**config.mk**
```make
export PLATFORM = sky130hd
export DESIGN_NAME = threshold_alarm_with_acknowledge_flat
export DESIGN_NICKNAME = d
export VERILOG_FILES = /design/src/hw/rtl/taa_pkg.sv /design/src/hw/rtl/taa_req_if.sv /design/src/hw/rtl/taa_rsp_if.sv /design/src/hw/rtl/threshold_alarm_with_acknowledge.sv /design/src/hw/rtl/taa_csr.sv /design/src/hw/rtl/taa_chan.sv /design/src/hw/rtl/taa_select.sv /design/src/flat_wrapper.sv
export VERILOG_INCLUDE_DIRS = /design/src /design/src/hw/rtl
export SDC_FILE = /design/constraint.sdc
export NUM_CORES = 1
export LEC_CHECK = 0
export CAP_MARGIN = 10
export CORE_ASPECT_RATIO = 1.75
export CORE_MARGIN = 5
export CORE_UTILIZATION = 38
export DETAILED_ROUTE_END_ITERATION = 10
export DONT_BUFFER_PORTS = 1
export GPL_ROUTABILITY_DRIVEN = 0
export GPL_TIMING_DRIVEN = 0
export PLACE_DENSITY = 0.55
export SLEW_MARGIN = 20
export SYNTH_ARGS = -nofsm -noshare
export SYNTH_HDL_FRONTEND = slang
export SYNTH_SLANG_ARGS = --single-unit
```
**constraint.sdc**
```tcl
create_clock -name clock -period 4.2 [get_ports clock]
set_clock_uncertainty 0.1 [all_clocks]
set_input_delay 0.84 -clock clock [delete_from_list [all_inputs] [get_ports clock]]
set_output_delay 0.84 -clock clock [all_outputs]
set_load 0.02 [all_outputs]
```
**src/hw/rtl/threshold_alarm_with_acknowledge_assert.svh**
```systemverilog
// assertion helpers shared by the alarm block
`ifndef THRESHOLD_ALARM_WITH_ACKNOWLEDGE_ASSERT_SVH
`define THRESHOLD_ALARM_WITH_ACKNOWLEDGE_ASSERT_SVH

// consequent must hold in the same cycle as the antecedent
`define TAA_ASSERT_SAME(label, clk, rst, ante, cons) \
   label: assert property (@(posedge clk) disable iff (rst) (ante) |-> (cons)) \
      else $error("%m: same-cycle check failed");

// consequent must hold in the cycle after the antecedent
`define TAA_ASSERT_NEXT(label, clk, rst, ante, cons) \
   label: assert property (@(posedge clk) disable iff (rst) (ante) |=> (cons)) \
      else $error("%m: next-cycle check failed");

`endif

```
**src/hw/rtl/taa_pkg.sv**
```systemverilog
package taa_pkg;

   localparam int unsigned READING_WIDTH_DEF = 16;
   localparam int unsigned NUM_CHAN          = 3;
   localparam int unsigned CHAN_IDX_W        = 2;

   // channel indexes
   localparam logic [CHAN_IDX_W-1:0] CH_TEMP = 2'd0;
   localparam logic [CHAN_IDX_W-1:0] CH_HUM  = 2'd1;
   localparam logic [CHAN_IDX_W-1:0] CH_TC   = 2'd2;

   // priority order, highest first
   localparam logic [CHAN_IDX_W-1:0] PRIO_ORDER [NUM_CHAN] = '{CH_TC, CH_TEMP, CH_HUM};

   // request opcodes
   localparam logic OP_EVALUATE = 1'b0;
   localparam logic OP_ACK      = 1'b1;

   // register map
   localparam int unsigned CSR_ADDR_W = 5;
   localparam int unsigned CSR_DATA_W = 32;
   localparam int unsigned REG_IDX_W  = 3;

   localparam logic [REG_IDX_W-1:0] REG_ENABLE_MASK = 3'd0;
   localparam logic [REG_IDX_W-1:0] REG_TEMP_LOW    = 3'd1;
   localparam logic [REG_IDX_W-1:0] REG_TEMP_HIGH   = 3'd2;
   localparam logic [REG_IDX_W-1:0] REG_HUM_LOW     = 3'd3;
   localparam logic [REG_IDX_W-1:0] REG_HUM_HIGH    = 3'd4;
   localparam logic [REG_IDX_W-1:0] REG_TC_LOW      = 3'd5;
   localparam logic [REG_IDX_W-1:0] REG_TC_HIGH     = 3'd6;

   typedef struct packed {
      logic step;
      logic ack;
      logic live;
   } chan_cmd_type;

   typedef struct packed {
      logic active;
      logic above;
   } chan_flags_type;

endpackage

```
**src/hw/rtl/taa_req_if.sv**
```systemverilog
interface taa_req_if #(
   parameter int unsigned READING_WIDTH = taa_pkg::READING_WIDTH_DEF
);
   logic                            valid;
   logic                            ready;
   logic                            opcode;
   logic signed [READING_WIDTH-1:0] temp_reading;
   logic signed [READING_WIDTH-1:0] hum_reading;
   logic signed [READING_WIDTH-1:0] tc_reading;
   logic                            temp_hum_ok;
   logic                            tc_ok;

   modport source (
      output valid, opcode, temp_reading, hum_reading, tc_reading, temp_hum_ok, tc_ok,
      input  ready
   );

   modport sink (
      input  valid, opcode, temp_reading, hum_reading, tc_reading, temp_hum_ok, tc_ok,
      output ready
   );
endinterface

```
**src/hw/rtl/taa_rsp_if.sv**
```systemverilog
interface taa_rsp_if #(
   parameter int unsigned READING_WIDTH = taa_pkg::READING_WIDTH_DEF
);
   import taa_pkg::*;

   logic                            valid;
   logic                            ready;
   logic                            alarm_active;
   logic [CHAN_IDX_W-1:0]           top_channel;
   logic signed [READING_WIDTH-1:0] top_reading;
   logic signed [READING_WIDTH-1:0] top_limit;
   logic                            top_above;
   logic [CHAN_IDX_W-1:0]           extra_active;

   modport source (
      output valid, alarm_active, top_channel, top_reading, top_limit, top_above,
             extra_active,
      input  ready
   );

   modport sink (
      input  valid, alarm_active, top_channel, top_reading, top_limit, top_above,
             extra_active,
      output ready
   );
endinterface

```
**src/hw/rtl/threshold_alarm_with_acknowledge.sv**
```systemverilog
// channel     | dir | handshake                 | payload
// req_chan    | in  | valid / ready             | opcode, three readings, two ok flags
// rsp_chan    | out | valid / ready             | alarm summary, top channel details
// csr_*       | in  | apb psel/penable, pready  | enable mask, six limits
//
// one request per cycle while results are taken; input register, then result register
// the input register feeds the channel state update and the result register in one pass
// a stalled result register holds the input register, which then drops req ready
// synchronous active-high reset idles every channel and restores the default limits
`include "threshold_alarm_with_acknowledge_assert.svh"

module threshold_alarm_with_acknowledge #(
   parameter int unsigned READING_WIDTH = taa_pkg::READING_WIDTH_DEF
) (
   input  logic                              clock,
   input  logic                              reset,
   taa_req_if.sink                           req_chan,
   taa_rsp_if.source                         rsp_chan,
   input  logic                              csr_psel,
   input  logic                              csr_penable,
   input  logic                              csr_pwrite,
   input  logic [taa_pkg::CSR_ADDR_W-1:0]    csr_paddr,
   input  logic [taa_pkg::CSR_DATA_W-1:0]    csr_pwdata,
   output logic [taa_pkg::CSR_DATA_W-1:0]    csr_prdata,
   output logic                              csr_pready
);
   import taa_pkg::*;

   // configuration
   logic [NUM_CHAN-1:0]             enable_mask;
   logic signed [READING_WIDTH-1:0] low_limit  [NUM_CHAN];
   logic signed [READING_WIDTH-1:0] high_limit [NUM_CHAN];

   // input register
   logic                            in_valid_ff, in_valid_in;
   logic                            in_opcode_ff;
   logic signed [READING_WIDTH-1:0] in_reading_ff [NUM_CHAN];
   logic                            in_th_ok_ff;
   logic                            in_tc_ok_ff;

   // result register
   logic                            out_valid_ff, out_valid_in;
   logic                            out_alarm_ff;
   logic [CHAN_IDX_W-1:0]           out_channel_ff;
   logic signed [READING_WIDTH-1:0] out_reading_ff;
   logic signed [READING_WIDTH-1:0] out_limit_ff;
   logic                            out_above_ff;
   logic [CHAN_IDX_W-1:0]           out_extra_ff;

   // channel update and selection
   logic                            advance;
   logic                            req_take;
   logic [NUM_CHAN-1:0]             chan_ok;
   chan_cmd_type                    chan_cmd [NUM_CHAN];
   chan_flags_type                  nxt_flags [NUM_CHAN];
   logic signed [READING_WIDTH-1:0] nxt_reading [NUM_CHAN];
   logic signed [READING_WIDTH-1:0] nxt_limit [NUM_CHAN];
   logic                            sel_alarm;
   logic [CHAN_IDX_W-1:0]           sel_channel;
   logic signed [READING_WIDTH-1:0] sel_reading;
   logic signed [READING_WIDTH-1:0] sel_limit;
   logic                            sel_above;
   logic [CHAN_IDX_W-1:0]           sel_extra;

   // register file
   assign csr_pready = 1'b1;

   taa_csr #(
      .READING_WIDTH (READING_WIDTH)
   ) u_csr (
      .clock       (clock),
      .reset       (reset),
      .csr_psel    (csr_psel),
      .csr_penable (csr_penable),
      .csr_pwrite  (csr_pwrite),
      .csr_paddr   (csr_paddr),
      .csr_pwdata  (csr_pwdata),
      .csr_prdata  (csr_prdata),
      .enable_mask (enable_mask),
      .low_limit   (low_limit),
      .high_limit  (high_limit)
   );

   // the held request moves on when the result register is free or being drained
   assign advance        = in_valid_ff && (!out_valid_ff || rsp_chan.ready);
   assign req_chan.ready = !in_valid_ff || advance;
   assign req_take       = req_chan.valid && req_chan.ready;

   assign in_valid_in  = req_take ? 1'b1 : (advance ? 1'b0 : in_valid_ff);
   assign out_valid_in = advance ? 1'b1 : (rsp_chan.ready ? 1'b0 : out_valid_ff);

   always_ff @(posedge clock) begin
      if (reset) begin
         in_valid_ff  <= 1'b0;
         out_valid_ff <= 1'b0;
      end else begin
         in_valid_ff  <= in_valid_in;
         out_valid_ff <= out_valid_in;
      end
   end

   // input register payload
   always_ff @(posedge clock) begin
      if (req_take) begin
         in_opcode_ff           <= req_chan.opcode;
         in_reading_ff[CH_TEMP] <= req_chan.temp_reading;
         in_reading_ff[CH_HUM]  <= req_chan.hum_reading;
         in_reading_ff[CH_TC]   <= req_chan.tc_reading;
         in_th_ok_ff            <= req_chan.temp_hum_ok;
         in_tc_ok_ff            <= req_chan.tc_ok;
      end
   end

   // temperature and humidity share one ok flag
   always_comb begin
      chan_ok[CH_TEMP] = in_th_ok_ff;
      chan_ok[CH_HUM]  = in_th_ok_ff;
      chan_ok[CH_TC]   = in_tc_ok_ff;
   end

   for (genvar i = 0; i < NUM_CHAN; i++) begin : g_chan
      always_comb begin
         chan_cmd[i].step = advance;
         chan_cmd[i].ack  = (in_opcode_ff == OP_ACK);
         chan_cmd[i].live = chan_ok[i] && enable_mask[i];
      end

      taa_chan #(
         .READING_WIDTH (READING_WIDTH)
      ) u_chan (
         .clock       (clock),
         .reset       (reset),
         .cmd         (chan_cmd[i]),
         .reading     (in_reading_ff[i]),
         .low_limit   (low_limit[i]),
         .high_limit  (high_limit[i]),
         .nxt_flags   (nxt_flags[i]),
         .nxt_reading (nxt_reading[i]),
         .nxt_limit   (nxt_limit[i])
      );
   end

   // summary is built from the post-update channel state
   taa_select #(
      .READING_WIDTH (READING_WIDTH)
   ) u_select (
      .flags        (nxt_flags),
      .reading      (nxt_reading),
      .limit        (nxt_limit),
      .alarm_active (sel_alarm),
      .top_channel  (sel_channel),
      .top_reading  (sel_reading),
      .top_limit    (sel_limit),
      .top_above    (sel_above),
      .extra_active (sel_extra)
   );

   // result register payload
   always_ff @(posedge clock) begin
      if (advance) begin
         out_alarm_ff   <= sel_alarm;
         out_channel_ff <= sel_channel;
         out_reading_ff <= sel_reading;
         out_limit_ff   <= sel_limit;
         out_above_ff   <= sel_above;
         out_extra_ff   <= sel_extra;
      end
   end

   assign rsp_chan.valid        = out_valid_ff;
   assign rsp_chan.alarm_active = out_alarm_ff;
   assign rsp_chan.top_channel  = out_channel_ff;
   assign rsp_chan.top_reading  = out_reading_ff;
   assign rsp_chan.top_limit    = out_limit_ff;
   assign rsp_chan.top_above    = out_above_ff;
   assign rsp_chan.extra_active = out_extra_ff;

   `TAA_ASSERT_SAME(a_quiet_result_zero, clock, reset, out_valid_ff && !out_alarm_ff,
      (out_channel_ff == '0) && (out_reading_ff == '0) && (out_limit_ff == '0)
      && !out_above_ff && (out_extra_ff == '0))
   `TAA_ASSERT_SAME(a_full_pipe_stalls, clock, reset,
      in_valid_ff && out_valid_ff && !rsp_chan.ready, !req_chan.ready)
   `TAA_ASSERT_NEXT(a_take_fills_input, clock, reset, req_take, in_valid_ff)
   `TAA_ASSERT_SAME(a_extra_in_range, clock, reset, out_valid_ff && out_alarm_ff,
      (out_extra_ff != 2'd3) && (out_channel_ff != 2'd3))

endmodule

```
**src/hw/rtl/taa_csr.sv**
```systemverilog
module taa_csr #(
   parameter int unsigned READING_WIDTH = taa_pkg::READING_WIDTH_DEF
) (
   input  logic                              clock,
   input  logic                              reset,
   input  logic                              csr_psel,
   input  logic                              csr_penable,
   input  logic                              csr_pwrite,
   input  logic [taa_pkg::CSR_ADDR_W-1:0]    csr_paddr,
   input  logic [taa_pkg::CSR_DATA_W-1:0]    csr_pwdata,
   output logic [taa_pkg::CSR_DATA_W-1:0]    csr_prdata,
   output logic [taa_pkg::NUM_CHAN-1:0]      enable_mask,
   output logic signed [READING_WIDTH-1:0]   low_limit  [taa_pkg::NUM_CHAN],
   output logic signed [READING_WIDTH-1:0]   high_limit [taa_pkg::NUM_CHAN]
);
   import taa_pkg::*;

   localparam logic signed [READING_WIDTH-1:0] LIMIT_MIN =
      {1'b1, {(READING_WIDTH-1){1'b0}}};
   localparam logic signed [READING_WIDTH-1:0] LIMIT_MAX =
      {1'b0, {(READING_WIDTH-1){1'b1}}};

   logic [NUM_CHAN-1:0]              enable_ff, enable_in;
   logic signed [READING_WIDTH-1:0]  low_ff  [NUM_CHAN];
   logic signed [READING_WIDTH-1:0]  low_in  [NUM_CHAN];
   logic signed [READING_WIDTH-1:0]  high_ff [NUM_CHAN];
   logic signed [READING_WIDTH-1:0]  high_in [NUM_CHAN];
   logic [REG_IDX_W-1:0]             reg_idx;
   logic                             wr_en;
   logic signed [READING_WIDTH-1:0]  wr_value;

   assign reg_idx  = csr_paddr[CSR_ADDR_W-1:2];
   assign wr_en    = csr_psel && csr_penable && csr_pwrite;
   assign wr_value = csr_pwdata[READING_WIDTH-1:0];

   always_comb begin
      enable_in = enable_ff;
      low_in    = low_ff;
      high_in   = high_ff;
      if (wr_en) begin
         unique case (reg_idx)
            REG_ENABLE_MASK: enable_in = csr_pwdata[NUM_CHAN-1:0];
            REG_TEMP_LOW:    low_in[CH_TEMP]  = wr_value;
            REG_TEMP_HIGH:   high_in[CH_TEMP] = wr_value;
            REG_HUM_LOW:     low_in[CH_HUM]   = wr_value;
            REG_HUM_HIGH:    high_in[CH_HUM]  = wr_value;
            REG_TC_LOW:      low_in[CH_TC]    = wr_value;
            REG_TC_HIGH:     high_in[CH_TC]   = wr_value;
            default:         enable_in = enable_ff;
         endcase
      end
   end

   always_ff @(posedge clock) begin
      if (reset) begin
         enable_ff <= '0;
         for (int i = 0; i < NUM_CHAN; i++) begin
            low_ff[i]  <= LIMIT_MIN;
            high_ff[i] <= LIMIT_MAX;
         end
      end else begin
         enable_ff <= enable_in;
         low_ff    <= low_in;
         high_ff   <= high_in;
      end
   end

   // limits read back sign extended
   always_comb begin
      unique case (reg_idx)
         REG_ENABLE_MASK: csr_prdata = CSR_DATA_W'(enable_ff);
         REG_TEMP_LOW:    csr_prdata = CSR_DATA_W'(low_ff[CH_TEMP]);
         REG_TEMP_HIGH:   csr_prdata = CSR_DATA_W'(high_ff[CH_TEMP]);
         REG_HUM_LOW:     csr_prdata = CSR_DATA_W'(low_ff[CH_HUM]);
         REG_HUM_HIGH:    csr_prdata = CSR_DATA_W'(high_ff[CH_HUM]);
         REG_TC_LOW:      csr_prdata = CSR_DATA_W'(low_ff[CH_TC]);
         REG_TC_HIGH:     csr_prdata = CSR_DATA_W'(high_ff[CH_TC]);
         default:         csr_prdata = '0;
      endcase
   end

   assign enable_mask = enable_ff;
   assign low_limit   = low_ff;
   assign high_limit  = high_ff;

endmodule

```
**src/hw/rtl/taa_chan.sv**
```systemverilog
`include "threshold_alarm_with_acknowledge_assert.svh"

module taa_chan #(
   parameter int unsigned READING_WIDTH = taa_pkg::READING_WIDTH_DEF
) (
   input  logic                             clock,
   input  logic                             reset,
   input  taa_pkg::chan_cmd_type            cmd,
   input  logic signed [READING_WIDTH-1:0]  reading,
   input  logic signed [READING_WIDTH-1:0]  low_limit,
   input  logic signed [READING_WIDTH-1:0]  high_limit,
   output taa_pkg::chan_flags_type          nxt_flags,
   output logic signed [READING_WIDTH-1:0]  nxt_reading,
   output logic signed [READING_WIDTH-1:0]  nxt_limit
);
   import taa_pkg::*;

   typedef enum logic [1:0] {
      ST_IDLE   = 2'd0,
      ST_ACTIVE = 2'd1,
      ST_ACKED  = 2'd2
   } state_type;

   state_type                       state_ff, state_in;
   logic signed [READING_WIDTH-1:0] reading_ff, reading_in;
   logic signed [READING_WIDTH-1:0] limit_ff, limit_in;
   logic                            above_ff, above_in;
   logic                            hi, lo;

   assign hi = reading > high_limit;
   assign lo = reading < low_limit;

   always_comb begin
      state_in   = state_ff;
      reading_in = reading_ff;
      limit_in   = limit_ff;
      above_in   = above_ff;
      if (cmd.step) begin
         if (cmd.ack) begin
            if (state_ff == ST_ACTIVE) begin
               state_in = ST_ACKED;
            end
         end else if (!cmd.live) begin
            state_in = ST_IDLE;
         end else begin
            unique case (state_ff)
               ST_IDLE: begin
                  // high violation wins over low
                  if (hi) begin
                     state_in   = ST_ACTIVE;
                     reading_in = reading;
                     limit_in   = high_limit;
                     above_in   = 1'b1;
                  end else if (lo) begin
                     state_in   = ST_ACTIVE;
                     reading_in = reading;
                     limit_in   = low_limit;
                     above_in   = 1'b0;
                  end
               end
               ST_ACTIVE: reading_in = reading;
               ST_ACKED: begin
                  if (!hi && !lo) begin
                     state_in = ST_IDLE;
                  end
               end
               default: state_in = ST_IDLE;
            endcase
         end
      end
   end

   always_ff @(posedge clock) begin
      if (reset) begin
         state_ff   <= ST_IDLE;
         reading_ff <= '0;
         limit_ff   <= '0;
         above_ff   <= 1'b0;
      end else begin
         state_ff   <= state_in;
         reading_ff <= reading_in;
         limit_ff   <= limit_in;
         above_ff   <= above_in;
      end
   end

   assign nxt_flags.active = (state_in == ST_ACTIVE);
   assign nxt_flags.above  = above_in;
   assign nxt_reading      = reading_in;
   assign nxt_limit        = limit_in;

   `TAA_ASSERT_NEXT(a_ack_moves_active, clock, reset,
      cmd.step && cmd.ack && (state_ff == ST_ACTIVE), state_ff == ST_ACKED)
   `TAA_ASSERT_NEXT(a_dead_forces_idle, clock, reset,
      cmd.step && !cmd.ack && !cmd.live, state_ff == ST_IDLE)
   `TAA_ASSERT_NEXT(a_hold_without_step, clock, reset, !cmd.step, $stable(state_ff))

endmodule

```
**src/hw/rtl/taa_select.sv**
```systemverilog
module taa_select #(
   parameter int unsigned READING_WIDTH = taa_pkg::READING_WIDTH_DEF
) (
   input  taa_pkg::chan_flags_type                flags   [taa_pkg::NUM_CHAN],
   input  logic signed [READING_WIDTH-1:0]        reading [taa_pkg::NUM_CHAN],
   input  logic signed [READING_WIDTH-1:0]        limit   [taa_pkg::NUM_CHAN],
   output logic                                   alarm_active,
   output logic [taa_pkg::CHAN_IDX_W-1:0]         top_channel,
   output logic signed [READING_WIDTH-1:0]        top_reading,
   output logic signed [READING_WIDTH-1:0]        top_limit,
   output logic                                   top_above,
   output logic [taa_pkg::CHAN_IDX_W-1:0]         extra_active
);
   import taa_pkg::*;

   logic [NUM_CHAN-1:0]   active_vec;
   logic [CHAN_IDX_W-1:0] num_active;

   always_comb begin
      for (int i = 0; i < NUM_CHAN; i++) begin
         active_vec[i] = flags[i].active;
      end
   end

   assign num_active = CHAN_IDX_W'($countones(active_vec));

   // walk from lowest priority up so the highest active channel wins
   always_comb begin
      alarm_active = 1'b0;
      top_channel  = '0;
      top_reading  = '0;
      top_limit    = '0;
      top_above    = 1'b0;
      extra_active = '0;
      for (int p = NUM_CHAN - 1; p >= 0; p--) begin
         if (active_vec[PRIO_ORDER[p]]) begin
            alarm_active = 1'b1;
            top_channel  = PRIO_ORDER[p];
            top_reading  = reading[PRIO_ORDER[p]];
            top_limit    = limit[PRIO_ORDER[p]];
            top_above    = flags[PRIO_ORDER[p]].above;
         end
      end
      if (alarm_active) begin
         extra_active = num_active - CHAN_IDX_W'(1);
      end
   end

endmodule

```
**src/flat_wrapper.sv**
```systemverilog
// flat-port wrapper written by rule: the top's interface ports become plain ports
module threshold_alarm_with_acknowledge_flat import taa_pkg::*;
#(
   parameter int unsigned READING_WIDTH = taa_pkg::READING_WIDTH_DEF
)
  (clock, reset, csr_psel, csr_penable, csr_pwrite, csr_paddr, csr_pwdata, csr_prdata, csr_pready, req_chan_valid, req_chan_opcode, req_chan_temp_reading, req_chan_hum_reading, req_chan_tc_reading, req_chan_temp_hum_ok, req_chan_tc_ok, req_chan_ready, rsp_chan_valid, rsp_chan_alarm_active, rsp_chan_top_channel, rsp_chan_top_reading, rsp_chan_top_limit, rsp_chan_top_above, rsp_chan_extra_active, rsp_chan_ready);
  taa_req_if #(.READING_WIDTH(READING_WIDTH)) req_chan_i ();
  taa_rsp_if #(.READING_WIDTH(READING_WIDTH)) rsp_chan_i ();
  input  logic clock;
  input  logic reset;
  input  logic csr_psel;
  input  logic csr_penable;
  input  logic csr_pwrite;
  input  logic [taa_pkg::CSR_ADDR_W-1:0] csr_paddr;
  input  logic [taa_pkg::CSR_DATA_W-1:0] csr_pwdata;
  output logic [taa_pkg::CSR_DATA_W-1:0] csr_prdata;
  output logic csr_pready;
  input wire logic [$bits(req_chan_i.valid)-1:0] req_chan_valid;
  input wire logic [$bits(req_chan_i.opcode)-1:0] req_chan_opcode;
  input wire logic [$bits(req_chan_i.temp_reading)-1:0] req_chan_temp_reading;
  input wire logic [$bits(req_chan_i.hum_reading)-1:0] req_chan_hum_reading;
  input wire logic [$bits(req_chan_i.tc_reading)-1:0] req_chan_tc_reading;
  input wire logic [$bits(req_chan_i.temp_hum_ok)-1:0] req_chan_temp_hum_ok;
  input wire logic [$bits(req_chan_i.tc_ok)-1:0] req_chan_tc_ok;
  output wire logic [$bits(req_chan_i.ready)-1:0] req_chan_ready;
  output wire logic [$bits(rsp_chan_i.valid)-1:0] rsp_chan_valid;
  output wire logic [$bits(rsp_chan_i.alarm_active)-1:0] rsp_chan_alarm_active;
  output wire logic [$bits(rsp_chan_i.top_channel)-1:0] rsp_chan_top_channel;
  output wire logic [$bits(rsp_chan_i.top_reading)-1:0] rsp_chan_top_reading;
  output wire logic [$bits(rsp_chan_i.top_limit)-1:0] rsp_chan_top_limit;
  output wire logic [$bits(rsp_chan_i.top_above)-1:0] rsp_chan_top_above;
  output wire logic [$bits(rsp_chan_i.extra_active)-1:0] rsp_chan_extra_active;
  input wire logic [$bits(rsp_chan_i.ready)-1:0] rsp_chan_ready;
  assign req_chan_i.valid = req_chan_valid;
  assign req_chan_i.opcode = req_chan_opcode;
  assign req_chan_i.temp_reading = req_chan_temp_reading;
  assign req_chan_i.hum_reading = req_chan_hum_reading;
  assign req_chan_i.tc_reading = req_chan_tc_reading;
  assign req_chan_i.temp_hum_ok = req_chan_temp_hum_ok;
  assign req_chan_i.tc_ok = req_chan_tc_ok;
  assign req_chan_ready = req_chan_i.ready;
  assign rsp_chan_valid = rsp_chan_i.valid;
  assign rsp_chan_alarm_active = rsp_chan_i.alarm_active;
  assign rsp_chan_top_channel = rsp_chan_i.top_channel;
  assign rsp_chan_top_reading = rsp_chan_i.top_reading;
  assign rsp_chan_top_limit = rsp_chan_i.top_limit;
  assign rsp_chan_top_above = rsp_chan_i.top_above;
  assign rsp_chan_extra_active = rsp_chan_i.extra_active;
  assign rsp_chan_i.ready = rsp_chan_ready;
  threshold_alarm_with_acknowledge #(.READING_WIDTH(READING_WIDTH)) u_core (.clock(clock), .reset(reset), .req_chan(req_chan_i), .rsp_chan(rsp_chan_i), .csr_psel(csr_psel), .csr_penable(csr_penable), .csr_pwrite(csr_pwrite), .csr_paddr(csr_paddr), .csr_pwdata(csr_pwdata), .csr_prdata(csr_prdata), .csr_pready(csr_pready));
endmodule
```
Yosys cells after proc, flatten, opt, wreduce, memory -nomap -nowiden

Memories as Yosys holds them, arrays and structs flattened.
Index checks and enable logic that the tools add are counted.

Shift operators: 0
$mul: 0
$add $sub $neg: 3
Magnitude comparators: 6
Div/mod/pow operators: 0
Reductions and logical operators: 34
Bitwise operators: 0
Muxes and demuxes: 99
Equality and inequality tests: 15

Operators by type and width:

| kind                                             | number |
|---|---|
| 2-to-1 mux 16 bit                                | 39 |
| one-hot mux 32 bit (7 select lines)              | 1 |
| one-hot mux 16 bit (2 select lines)              | 3 |
| > comparator 16 bit                              | 3 |
| less-than comparator 16 bit                      | 3 |
| 2-to-1 mux 2 bit                                 | 22 |
| 2-to-1 mux 1 bit                                 | 31 |
| one-hot mux 2 bit (3 select lines)               | 3 |
| AND reduction 2 bit                              | 7 |
| == test 2 x 1 -> 1 bit, second input constant    | 6 |
| logical AND 1 bit                                | 10 |
| == test 3 bit, second input constant             | 3 |
| logical NOT 1 bit                                | 8 |
| == test 2 bit, second input constant             | 3 |
| == test 3 x 2 -> 1 bit, second input constant    | 2 |
| logical NOT 2 bit                                | 3 |
| nonzero test 2 bit                               | 2 |
| == test 3 x 1 -> 1 bit, second input constant    | 1 |
| logical NOT 3 bit                                | 1 |
| adder 1 x 1 -> 2 bit                             | 1 |
| adder 2 x 1 -> 2 bit                             | 1 |
| logical OR 1 bit                                 | 2 |
| OR reduction 2 bit                               | 1 |
| subtractor 2 x 1 -> 2 bit, second input constant | 1 |

Memory bits (writable): 48
Memories: 1
Bits in read-only memories: 0
Input port bits: 95
Logic and storage cells: 189
Output and inout port bits: 73
Latch bits: 0
Register bits after elaboration: 247

Memories:

| name                 | words | bits a word | rd ports | clocked after Yosys merged registers in | write ports | RTL line                               | source |
|---|---|---|---|---|---|---|---|
| u_core.in_reading_ff | 3     | 16          | 3        | 0                                       | 3           | threshold_alarm_with_acknowledge.sv:37 | `logic signed [READING_WIDTH-1:0] in_reading_ff [NUM_CHAN];` |

Logic depth before layout (Yosys ltp)

An unclocked memory read counts as a cell.

Depth in word-level cells: 13
Mapped depth: 16
Depth with buffers taken out: 14

By module

Synthesis repeated with hierarchy kept, for this count alone.

Cells, all modules: 1728
Area, all modules: 17133.9 um^2

By module, submodules not included:

| module                                 | cells an instance | times used | area each (um^2) | sequential area each (um^2) |
|---|---|---|---|---|
| taa_chan (u_core.g_chan[0].u_chan ...) | 333               | 2          | 2817.7           | 700.7 |
| taa_csr                                | 505               | 1          | 4870.9           | 1981.9 |
| taa_chan (u_core.g_chan[2].u_chan)     | 325               | 1          | 2936.6           | 700.7 |
| threshold_alarm_with_acknowledge       | 104               | 1          | 2806.4           | 2712.6 |
| taa_select                             | 128               | 1          | 884.6            | 0.0 |

Worst setup path after synthesis

Ideal clock, no wire load.

Kind: input port to flip-flop
Start: input port rsp_chan_ready
End: register u_core.out_extra_ff[0], in the netlist u_core.rsp_chan.extra_active[0] (data pin)
Required time: 3.823 ns
Library setup time: 0.277 ns
Buffers on the path: 3
Slack: -0.183 ns
Data arrival time: 4.006 ns
Stages: 12
Path through: nand2b_1 nand2_1 inv_1 clkbuf_1 nand2_1 o21a_1 buf_4 buf_4 ha_1 inv_1 ha_1 a21boi_0

Cells in the longest elaborated chain, start to end: 7
Elaborated cells between the ends (all ways): 14
Classes of those cells: add/sub: 3; eq/ne: 3; mux: 6; reduce/logical: 2

RTL lines:

| item                                                                                  | RTL line                                | source |
|---|---|---|
| start, declared                                                                       | flat_wrapper.sv:33                      | `input wire logic [$bits(rsp_chan_i.ready)-1:0] rsp_chan_ready;` |
| logical OR 1 bit *                                                                    | threshold_alarm_with_acknowledge.sv:85  | `assign advance = in_valid_ff && (!out_valid_ff \|\| rsp_chan.ready);` |
| logical AND 1 bit *                                                                   | threshold_alarm_with_acknowledge.sv:85  |  |
| named net u_core.advance                                                              | threshold_alarm_with_acknowledge.sv:51  | `logic advance;` |
| 2-to-1 mux 2 bit                                                                      | taa_chan.sv:38                          | `if (cmd.step) begin` |
| == test 2 x 1 -> 1 bit                                                                | taa_chan.sv:87                          | `assign nxt_flags.active = (state_in == ST_ACTIVE);` |
| adder 1 x 1 -> 2 bit (not written as such) / 2-to-1 mux 1 bit (equally long branches) | taa_select.sv:25, taa_select.sv:36      |  |
| adder 2 x 1 -> 2 bit (not written as such) / 2-to-1 mux 1 bit (equally long branches) | taa_select.sv:25, taa_select.sv:36      |  |
| subtractor 2 x 1 -> 2 bit / 2-to-1 mux 1 bit (equally long branches)                  | taa_select.sv:45, taa_select.sv:36      |  |
| end signal, assigned                                                                  | threshold_alarm_with_acknowledge.sv:166 | `out_extra_ff <= sel_extra;` |
| end, declared                                                                         | threshold_alarm_with_acknowledge.sv:48  | `logic [CHAN_IDX_W-1:0] out_extra_ff;` |

Mark *: on every way through the listed nets, which the timed path passes. The rest lies on a longest branch.
A chain may end at the register's enable or synchronous reset.

==> results_tabular.tex <==
\begin{tabular}{lr}
\hline
Metric & Value \\
\hline
\multicolumn{2}{l}{\textbf{Outcome}} \\
\quad Run status & completed \\
\multicolumn{2}{l}{\textbf{Yosys}} \\
\quad Synth Net Count & 1795 \\
\quad Number of cells produced by synthesis & 1604 \\
\quad Async S/R FF share, synth & 0\% \\
\quad Sequential fraction of the synthesis area & 44.38\% \\
\quad Area of the mapped netlist & 15310 um\^{}2 \\
\quad Number of synthesis warnings & 0 \\
\quad Main synth FF type & dfxtp\_1 \\
\quad Number of synthesized flops with an enable pin & 89 \\
\quad Number of storage elements in the synthesis netlist & between 200 and 300 \\
\quad Distinct cell type count of the synthesized netlist & 72 \\
\quad Syn Area/Cell & 9.547 um\^{}2 \\
\multicolumn{2}{l}{\textbf{Route}} \\
\quad DR top layer & met4 \\
\quad Via-to-Cell Ratio & between 5 and 6 \\
\quad Final wirelength & around 57000 um \\
\quad Routed len/inst & 26.56 um \\
\quad Number of iterations in the first detailed-routing pass & 5 \\
\quad DR iter-0 viols & 1080 \\
\quad Met3 WL & 3121 um \\
\quad Vias post-DR & about 13000 \\
\quad Metal-1 WL & 20350 um \\
\quad Detail Route met2 WL & 27250 um \\
\quad Remaining routing DRC violations & 0 \\
\quad Remaining antenna violation count after routing & 0 \\
\multicolumn{2}{l}{\textbf{STA}} \\
\quad Final period util & 97.62\% \\
\quad Worst Tran Pin Value & 1073 ps \\
\quad Final setup violation count & 0 \\
\quad Maximum clock frequency & about 240 MHz \\
\quad Setup tns final & 0 ps \\
\quad Fin. max-slew vios & 0 \\
\quad Number of endpoints with negative hold slack in the final report & 0 \\
\quad Max-slew headroom at the worst pin & between 20\% and 30\% \\
\quad Final period demand of the worst path & approximately 4100 ps \\
\multicolumn{2}{l}{\textbf{Setup path}} \\
\quad Worst-path fanout max & 10 \\
\quad Worst r2r path cells & 13 \\
\quad Required time worst endpoint & 4410 ps \\
\quad Worst r2r dst & u\_core.rsp\_chan.extra\_active[0]\$\_SDFFCE\_PN0P\_ \\
\quad Worst reg2reg path startpoint & u\_core.in\_reading\_ff[0][9]\$\_DFFE\_PP\_ \\
\quad Startpoint kind of the worst setup timing path & flip-flop \\
\quad Most numerous cell on the critical path & ha\_1 \\
\quad Worst endpoint data arrival time & 4310 ps \\
\quad Class of the most critical setup path & reg -> reg \\
\quad Highest cell delay on the worst timing path & between 600 and 700 ps \\
\quad R2R setup slack & about 100 ps \\
\quad Cells along the critical path & ha\_1, a211oi\_1, nor2\_1, o21ai\_0, nand4b\_1, a21boi\_2, o21ai\_4, clkbuf\_2, inv\_1, ha\_1, inv\_1, ha\_1, a21boi\_0 \\
\quad Crit-path leading delay family & compound AO/OA/AOI/OAI gates \\
\quad Library cell contributing the largest single delay on the critical path & edfxtp\_1 \\
\quad Category of the worst setup path capture point & flip-flop \\
\quad Critical path buffer and inverter count & 3 \\
\multicolumn{2}{l}{\textbf{Cells and area}} \\
\quad Layout cells sized above 1 & under 10\% \\
\quad Most common library cell in the layout ignoring fill and taps & dfxtp\_1 \\
\quad Final design utilization & 42.46\% \\
\quad Diode count & 0 \\
\quad Total number of nets in the final design & 1832 \\
\quad Area growth from synthesis to final layout & 10.71\% \\
\quad Most frequent cells in the layout & dfxtp\_1, nand2\_1, nor2\_1, inv\_1, a21oi\_1 \\
\multicolumn{2}{l}{\textbf{Global route}} \\
\quad Global Route Usage Sum & roughly 25\% \\
\quad Pin count of the biggest net entering global routing & 52 \\
\quad Wire length of the first global-routing pass & slightly above 80000 um \\
\quad Via count of the first global-routing pass & 12670 \\
\quad Number of antenna violations at the first check in global routing & 0 \\
\quad Global-route congestion overflow total & 0 \\
\multicolumn{2}{l}{\textbf{Floorplanning}} \\
\quad Die width & 161.8 um \\
\quad Top-Level Pins & 168 \\
\quad Full die area & 44570 um\^{}2 \\
\quad Standard cell core area & roughly 40000 um\^{}2 \\
\quad Vert. Die Dim & 275.6 um \\
\quad Initial Utilization & 38.35\% \\
\quad Cell Rows & 97 \\
\multicolumn{2}{l}{\textbf{Placement}} \\
\quad Total of buffers placed on input and output ports & 0 \\
\quad Half-perimeter wire length after placement & between 40000 and 50000 um \\
\multicolumn{2}{l}{\textbf{Hold path}} \\
\quad Hold path startpoint & req\_chan\_tc\_reading[3] \\
\quad Cell depth of the worst min-delay path & 0 \\
\quad WHS Endpoint & u\_core.in\_reading\_ff[0][35]\$\_DFFE\_PP\_ \\
\quad Worst hold-check path type & in -> reg \\
\multicolumn{2}{l}{\textbf{Clock network}} \\
\quad Root buffer selected by CTS & clkbuf\_16 \\
\quad TritonCTS clock tree & built \\
\quad Clock Sink Count & 295 \\
\quad Register clock-pin slew on the reported worst setup and hold paths & 60 ps \\
\quad Clock latency on the worst-skew pair & between 500 and 600 ps \\
\quad Total clock buffers created by CTS & 29 \\
\quad Number of buffers between clock root and the deepest sink & 3 \\
\quad Cts-stage hold buffer count & 0 \\
\quad H-Tree Level Count & 1 \\
\multicolumn{2}{l}{\textbf{Power and ir drop}} \\
\quad Power density of the placed cells & approximately 380 nW/um\^{}2 \\
\quad Power consumption & 6.501 mW \\
\quad Leakage power of the design & 6.702 nW \\
\quad Max rail drop VDD & 0.3918 mV \\
\multicolumn{2}{l}{\textbf{Run}} \\
\quad Max\_cap viols & 0 \\
\hline
\end{tabular}
-- how the worst max path moves through the flow --
stage,to,depth (start not counted),from
4_1_cts,u_core.rsp_chan.extra_active[0]$_SDFFCE_PN0P_,13,u_core.in_reading_ff[0][37]$_DFFE_PP_
3_3_place_gp,u_core.rsp_chan.extra_active[0]$_SDFFCE_PN0P_,12,rsp_chan_ready
6_report,u_core.rsp_chan.extra_active[0]$_SDFFCE_PN0P_,13,u_core.in_reading_ff[0][9]$_DFFE_PP_
3_5_place_dp,u_core.rsp_chan.extra_active[0]$_SDFFCE_PN0P_,13,u_core.in_reading_ff[0][10]$_DFFE_PP_
2_1_floorplan,u_core.rsp_chan.extra_active[0]$_SDFFCE_PN0P_,13,rsp_chan_ready
5_1_grt,u_core.rsp_chan.extra_active[1]$_SDFFCE_PN0P_,16,u_core.in_reading_ff[0][13]$_DFFE_PP_
-- power by group --
part           leakage, nW  total (mW)  switching (mW)  internal [mW]
Combinational         3.70       0.692           0.468          0.224
Sequential            2.53        3.15           0.112           3.03
Clock                0.467        2.66            1.18           1.48
-- worst register-to-register path: cells and delay by family (launching register included) --
family,cells,cell delay (ps)
adder cells (fa/ha/maj),3,860
AND/OR/NAND/NOR,2,530
buffers and inverters,3,420
AO/OA/AOI/OAI,5,1300
flip-flops,1,640
-- layer usage --
metal  global-route usage (%)  up-vias
met1                    26.95     5993
met5                        0        -
li1                         -     5893
met4                    21.81        0
met2                    43.50      498
met3                    3.153      184
-- flip-flops by register name, indices dropped and copies added, names as in the netlist --
| name | flops |
|---|---|
| u_core.in_th_ok_ff | 1 |
| u_core.u_csr.enable_mask | 3 |
| u_core.rsp_chan.top_reading | 16 |
| u_core.g_chan.u_chan.reading_ff | 48 |
| u_core.g_chan.u_chan.above_ff | 3 |
| u_core.rsp_chan.top_limit | 16 |
| u_core.rsp_chan.valid | 1 |
| u_core.in_reading_ff | 48 |
| u_core.rsp_chan.extra_active | 2 |
| u_core.u_csr.low_limit | 48 |
| u_core.g_chan.u_chan.state_ff | 6 |
| u_core.g_chan.u_chan.limit_ff | 48 |
| u_core.in_valid_ff | 1 |
| u_core.in_tc_ok_ff | 1 |
| u_core.rsp_chan.top_above | 1 |
| u_core.u_csr.high_limit | 48 |
| u_core.in_opcode_ff | 1 |
| u_core.rsp_chan.alarm_active | 1 |
| u_core.rsp_chan.top_channel | 2 |
-- per-stage QoR --
step           setup slack [ps]  std cells  hold slack (ps)  area, um^2
6_report                  99.77       2158            249.7       16950
2_1_floorplan             461.1       1604            346.6       15310
4_1_cts                  -30.90       2152            220.1       16900
3_5_place_dp             -412.4       2099            367.8       15940
3_3_place_gp             -433.6       2099            362.1       15930
5_1_grt                 -0.1328       2158            226.3       16950
-- final cells by class --
cell class              instances  area, um^2
multi-input cells            1073        7526
repair buffers                  8       60.06
plain buffers                 121       585.6
flip-flops and latches        295        6797
well taps                     495       619.3
fillers                      3946       22980
inverters                     113       424.2
clock inverters                13       123.9
clock buffers                  40       818.3
-- cells by family after synthesis --
logic type | Yosys count | share of synthesized area [%]
simple gates | 469 | 14.64
compound gates | 443 | 21.77
flops | 295 | 44.38
buf+inv | 236 | 6.618
fa+ha+maj | 96 | 7.844
mux | 63 | 4.657
other cells | 1 | 0.02449
xor+xnor | 1 | 0.05720
-- what timing repair did --
| action | CTS | global route |
|---|---|---|
| resized for setup | 6 | 4 |
| setup endpoints to repair | 20 | 25 |
| buffers inserted | 0 | 8 |
| pin swaps | 0 | 3 |
-- synth_stat cells, types with 4 or more instances --
library cell	n	area [um^2]
a211o_1	46	402.9
a211oi_1	23	172.7
a21boi_0	18	135.1
a21o_1	24	180.2
a21oi_1	106	530.5
a221o_1	21	210.2
a221oi_1	19	166.4
a22oi_1	8	60.06
a2bb2oi_1	16	140.1
a32oi_1	19	166.4
and2_1	7	43.79
and3_1	36	225.2
buf_1	6	22.52
buf_2	12	60.06
buf_4	22	165.2
buf_6	4	45.04
clkbuf_1	79	296.5
dfxtp_1	206	4124
edfxtp_1	89	2673
ha_1	96	1201
inv_1	113	424.2
mux2_2	6	67.56
mux2_4	10	150.1
mux2i_1	45	450.4
nand2_1	152	570.6
nand2b_1	7	43.79
nand3_1	16	80.08
nand3_2	10	100.1
nand4_1	20	125.1
nor2_1	134	503.0
nor2b_1	43	269.0
nor3_1	23	115.1
nor4_1	4	25.02
o211ai_1	28	210.2
o211ai_2	8	100.1
o21a_1	5	37.54
o21ai_0	39	195.2
o21ba_2	16	160.2
o2bb2ai_1	4	35.03
o32ai_1	15	131.4
Note: power is estimated with default switching activity, not from simulation.
